File: config.mk
export PLATFORM = sky130hd
export DESIGN_NAME = skit_cell
export DESIGN_NICKNAME = d
export VERILOG_FILES = /design/src/rtl/sorted_key_index_table_defines.svh /design/src/rtl/skit_pkg.sv /design/src/rtl/skit_cell.sv
export SDC_FILE = /design/constraint.sdc
export NUM_CORES = 1
export LEC_CHECK = 0
export BUFFER_PORTS_ARGS = -buffer_cell sky130_fd_sc_hd__buf_2
export CORE_MARGIN = 2
export CORE_UTILIZATION = 40
export CTS_CLUSTER_SIZE = 10
export DETAILED_ROUTE_END_ITERATION = 10
export PLACE_DENSITY = 0.72
export SYNTH_ARGS = -nofsm -noshare
export SYNTH_HDL_FRONTEND = slang
export SYNTH_SLANG_ARGS = --single-unit
export TNS_END_PERCENT = 50
File: constraint.sdc
create_clock -name clk -period 16.7 [get_ports clk]
set_input_delay 5.01 -clock clk [delete_from_list [all_inputs] [get_ports clk]]
set_output_delay 5.01 -clock clk [all_outputs]
set_load 0.1 [all_outputs]
File: src/rtl/sorted_key_index_table_defines.svh
// ----------------------------------------------------------------------------
// sorted_key_index_table_defines
// assertion macros shared by the sorted key index table rtl
// ----------------------------------------------------------------------------
`ifndef SORTED_KEY_INDEX_TABLE_DEFINES_SVH
`define SORTED_KEY_INDEX_TABLE_DEFINES_SVH

// property that must hold at every clock edge outside reset
`define SKIT_ASSERT_ALWAYS(lbl, expr, msg) \
	lbl: assert property (@(posedge clk) disable iff (!arst_n) (expr)) else $error(msg);

// antecedent implies consequent in the next cycle
`define SKIT_ASSERT_NEXT(lbl, ante, cons, msg) \
	lbl: assert property (@(posedge clk) disable iff (!arst_n) (ante) |=> (cons)) else $error(msg);

// antecedent implies consequent in the same cycle
`define SKIT_ASSERT_SAME(lbl, ante, cons, msg) \
	lbl: assert property (@(posedge clk) disable iff (!arst_n) (ante) |-> (cons)) else $error(msg);

`endif

File: src/rtl/skit_pkg.sv
`timescale 1ns / 1ps
// ----------------------------------------------------------------------------
// skit_pkg
// types, codes and defaults shared by the sorted key index table
// ----------------------------------------------------------------------------
package skit_pkg;

	localparam int TABLE_DEPTH_DEF = 1024;
	localparam int KEY_W  = 32;
	localparam int REC_W  = 31;
	localparam int HELD_W = 11;

	typedef enum logic [1:0] {
		REQ_INSERT = 2'd0,
		REQ_REMOVE = 2'd1,
		REQ_UPDATE = 2'd2,
		REQ_UNUSED = 2'd3
	} req_t;

	typedef enum logic [1:0] {
		STAT_OK        = 2'd0,
		STAT_NOT_FOUND = 2'd1,
		STAT_FULL      = 2'd2
	} stat_t;

	typedef enum logic [1:0] {
		OP_NOP,
		OP_INS,
		OP_DEL_KEY,
		OP_DEL_REC
	} op_t;

	typedef enum logic [1:0] {
		ST_IDLE,
		ST_EXEC,
		ST_PLACE,
		ST_DONE
	} state_t;

	// broadcast command to every cell
	typedef struct packed {
		op_t                     op;
		logic signed [KEY_W-1:0] key;
		logic [REC_W-1:0]        rec;
	} cmd_t;

	// contents of one cell as seen by its neighbors
	typedef struct packed {
		logic                    valid;
		logic signed [KEY_W-1:0] key;
		logic [REC_W-1:0]        rec;
	} ent_t;

endpackage

File: src/rtl/skit_cell.sv
`timescale 1ns / 1ps
// ----------------------------------------------------------------------------
// skit_cell
// one table slot: compares against the broadcast command and shifts with its
// neighbors on insert and delete
// ----------------------------------------------------------------------------
module skit_cell import skit_pkg::*; (
	input  logic clk,
	input  logic arst_n,
	input  cmd_t cmd,
	input  ent_t prev_ent,
	input  logic prev_gt,
	input  logic prev_hit,
	input  ent_t next_ent,
	output ent_t ent,
	output logic gt,
	output logic hit
);

	logic                    valid_q;
	logic signed [KEY_W-1:0] key_q;
	logic [REC_W-1:0]        rec_q;
	logic                    match;
	logic                    take_prev;
	logic                    take_cmd;
	logic                    take_next;

	// local compares
	assign gt = valid_q && (key_q > cmd.key);
	always_comb begin
		case (cmd.op)
			OP_DEL_KEY: match = valid_q && (key_q == cmd.key);
			OP_DEL_REC: match = valid_q && (rec_q == cmd.rec);
			default:    match = 1'b0;
		endcase
	end
	assign hit = prev_hit || match;

	// move selection
	assign take_prev = (cmd.op == OP_INS) && prev_gt;
	assign take_cmd  = (cmd.op == OP_INS) && !prev_gt && (!valid_q || gt) && prev_ent.valid;
	assign take_next = ((cmd.op == OP_DEL_KEY) || (cmd.op == OP_DEL_REC)) && hit;

	// occupancy
	always_ff @(posedge clk or negedge arst_n) begin
		if (!arst_n) begin
			valid_q <= 1'b0;
		end else if (take_prev || take_cmd) begin
			valid_q <= 1'b1;
		end else if (take_next) begin
			valid_q <= next_ent.valid;
		end
	end

	// slot payload
	always_ff @(posedge clk) begin
		if (take_prev) begin
			key_q <= prev_ent.key;
			rec_q <= prev_ent.rec;
		end else if (take_cmd) begin
			key_q <= cmd.key;
			rec_q <= cmd.rec;
		end else if (take_next) begin
			key_q <= next_ent.key;
			rec_q <= next_ent.rec;
		end
	end

	assign ent = '{valid: valid_q, key: key_q, rec: rec_q};

endmodule

==> metrics <==
Crit path arrival time about 7700 ps; Final Hold Viols 0; share of flip-flops with an asynchronous set or reset 0.0156; CP endpoint gt; Final ANT Viol Nets 0; Critical path origin cmd[62]; Core Rows 45; Reg2Reg Capture Point key_q[30]; Max VDD drop 0.0596 mV; Yosys top cell area share 0.311; max-slew violation count 0; synth cell count leaders o21ai_0 (128), nand2_1 (68), nor2_1 (67), nor3_1 (65); Root Buffer clkbuf_16; Slew @ Worst Pin 1030 ps; routed via count 6412; Power Density about 110 nW/um^2; clock sink count 64; unique cell type count in the Yosys netlist 45; Largest delay share family, worst path simple AND/OR/NAND/NOR gates; drt via density 5.55; Max-Cap Viols 0; grt ovf 0; post-synthesis instance total about 740; # hold bufs at CTS 0; share of layout cells above drive strength 1 0.301; register bit total from synthesis 64; Final Setup Violations 0; Hold Crit Class reg2reg; CP Launch Type input pin; Buf/Inv on CP 3; Worst-path clk slew 50 ps; WS Path Type in2out; Top Ports 263; CTS tree yes; global-route wire length before repair 30500 um; top post-synthesis cells by area edfxtp_1 (31%), o21ai_0 (11%), mux2i_1 (10%); htree depth 3; DR DRC count 0; critical path depth 9; Skew-Pair Late Insertion Delay 330 ps; Mapped Nets just under 1000; area delta synth->final 25.9%; length in cells of the worst reg-to-reg path 8; Post-CTS Resized 0; CP most frequent cell buf_2; Longest Clk Path Bufs 2; largest net degree at the start of global routing 87; Die ar. approximately 16000 um^2; hpwl dp roughly 14000 um; Mean Syn Cell Area ~8.2 um^2; f_max around 0.079 GHz; Place WS 4010 ps; HP Start rec_q[9]; Die W 127 um; RSZ-0062 raised after global routing false; n_diodes 0; R2R setup slack 12540 ps; CP max FO 25; number of enable flip-flop cells after synthesis between 60 and 70; CTS buffer count 9; Fin Hold WS 1140 ps; most common cell in the synthesized netlist o21ai_0; ys flop type edfxtp_1; PortBufs 262; core area around 15000 um^2; GRT Overall Usage 0.237; Slowest-stage cell, CP o221a_4; sequential area share after synthesis 0.315; Starting Density 0.404; Die Y roughly 130 um; Static Leak 3.35 nW; layout net count 1192; DRT iter0 DRCs 379; fin crit period 12670 ps; vias in the first global route 6036; Ys Warns 0; worst r2r src key_q[31]; Final WS setup roughly 4000 ps; mapped cell area 6080 um^2; postcts setup bufs 0; routability cong. 0.836; clock skew ~5.9 ps; final wirelength 19600 um; CP Capture Type output pin; post-route setup TNS 0 ps; dominant cell type by area after synthesis edfxtp_1; critical path, cell by cell buf_2 -> inv_1 -> ha_1 -> nand4_1 -> nor4_2 -> o31a_1 -> o221a_4 -> and2_1 -> buf_2; Tcrit/Tclk final 0.759; initial antenna violation count 0; outcome finished clean; routed len/inst 17.0 um; WP data required about 12000 ps; max_slew headroom 0.313; Worst path max stage delay approximately 540 ps; Initial DRT Pass Iterations 5
-- final cells by class --
type                            count  area (um^2)
Sequential cell                    64         1920
Fill cell                        1509         7380
Timing Repair Buffer              270         1370
Multi-Input combinational cell    584         3720
Clock inverter                      6         50.0
Clock buffer                       10          229
Tap cell                          188          235
Inverter                           34          128
-- how the worst min path moves through the flow --
stage,slack (ps),cells past startpoint,end
after floorplan,980,4,key_q[31]
after global placement,1110,6,valid_q
after global routing,1240,6,valid_q
after detailed placement,1130,6,valid_q
final,1140,6,valid_q
after CTS,1140,6,valid_q
-- cells by family (layout without fill, tap and decap cells) --
| kind of cell | after synthesis | count (layout) | share of synthesized area |
|---|---|---|---|
| AO/OA/AOI/OAI | 224 | 224 | 0.220 |
| XOR/XNOR | 31 | 31 | 0.0447 |
| adder cells (fa/ha/maj) | 32 | 32 | 0.0659 |
| buffers and inverters | 91 | 320 | 0.0757 |
| flip-flops | 64 | 64 | 0.315 |
| multiplexers | 63 | 63 | 0.104 |
| AND/OR/NAND/NOR | 234 | 234 | 0.174 |
-- stage by stage --
step	util	total power [mW]	cell area, um^2	std cells
detailed placement	0.490	0.698	7370	1140
CTS	0.509	0.882	7650	1156
finish	0.509	0.874	7650	1156
floorplan	-	0.618	6080	739
global route	0.509	0.915	7650	1156
global placement	0.490	0.694	7370	1140
-- sequential cells by signal, indices dropped and copies added (netlist names) --
signal	flops
rec_q	31
key_q	32
valid_q	1
-- placed cells by master (no fill, tap or decap), types with 2 or more instances in the layout --
master,netlist,routed
o221ai_1,2,2
clkbuf_16,0,9
o21ai_0,128,128
nand4_1,12,12
nand4b_1,2,2
xor2_1,16,16
and2_1,3,2
nand3_1,4,4
o22ai_1,2,2
buf_4,1,8
xnor2_1,15,15
nor2b_1,2,2
edfxtp_1,63,63
mux2i_1,63,63
nor4_1,4,4
nor2_1,67,67
o31ai_1,63,63
a211oi_1,3,3
buf_2,1,262
a21oi_1,14,13
nand2_1,68,68
inv_1,34,34
nor3_1,65,65
ha_1,32,32
clkinv_1,0,4
a31oi_1,2,2
-- power by group --
part	internal (mW)	switching, mW	total [mW]
combinational	0.114	0.337	0.451
clock	0.113	0.0689	0.182
sequential	0.221	0.0195	0.241
total	0.449	0.425	0.874
-- worst reg2reg max path, delay by kind of cell, from the launching register on --
| kind | cells | cell delay [ps] |
|---|---|---|
| AO/OA/AOI/OAI | 3 | 1340 |
| adder cells (fa/ha/maj) | 1 | 410 |
| buffers and inverters | 1 | 590 |
| flip-flops | 1 | 440 |
| AND/OR/NAND/NOR | 3 | 1010 |
-- per-layer routing --
metal  global-route usage  up-vias  part of all wire
met5                    0        -                 0
met4               0.0711        0             0.017
met3               0.0507       23             0.074
met2                0.424      262              0.49
met1                0.284     2949              0.42
li1                     -     3178                 -
(Power assumes the default switching activity.)
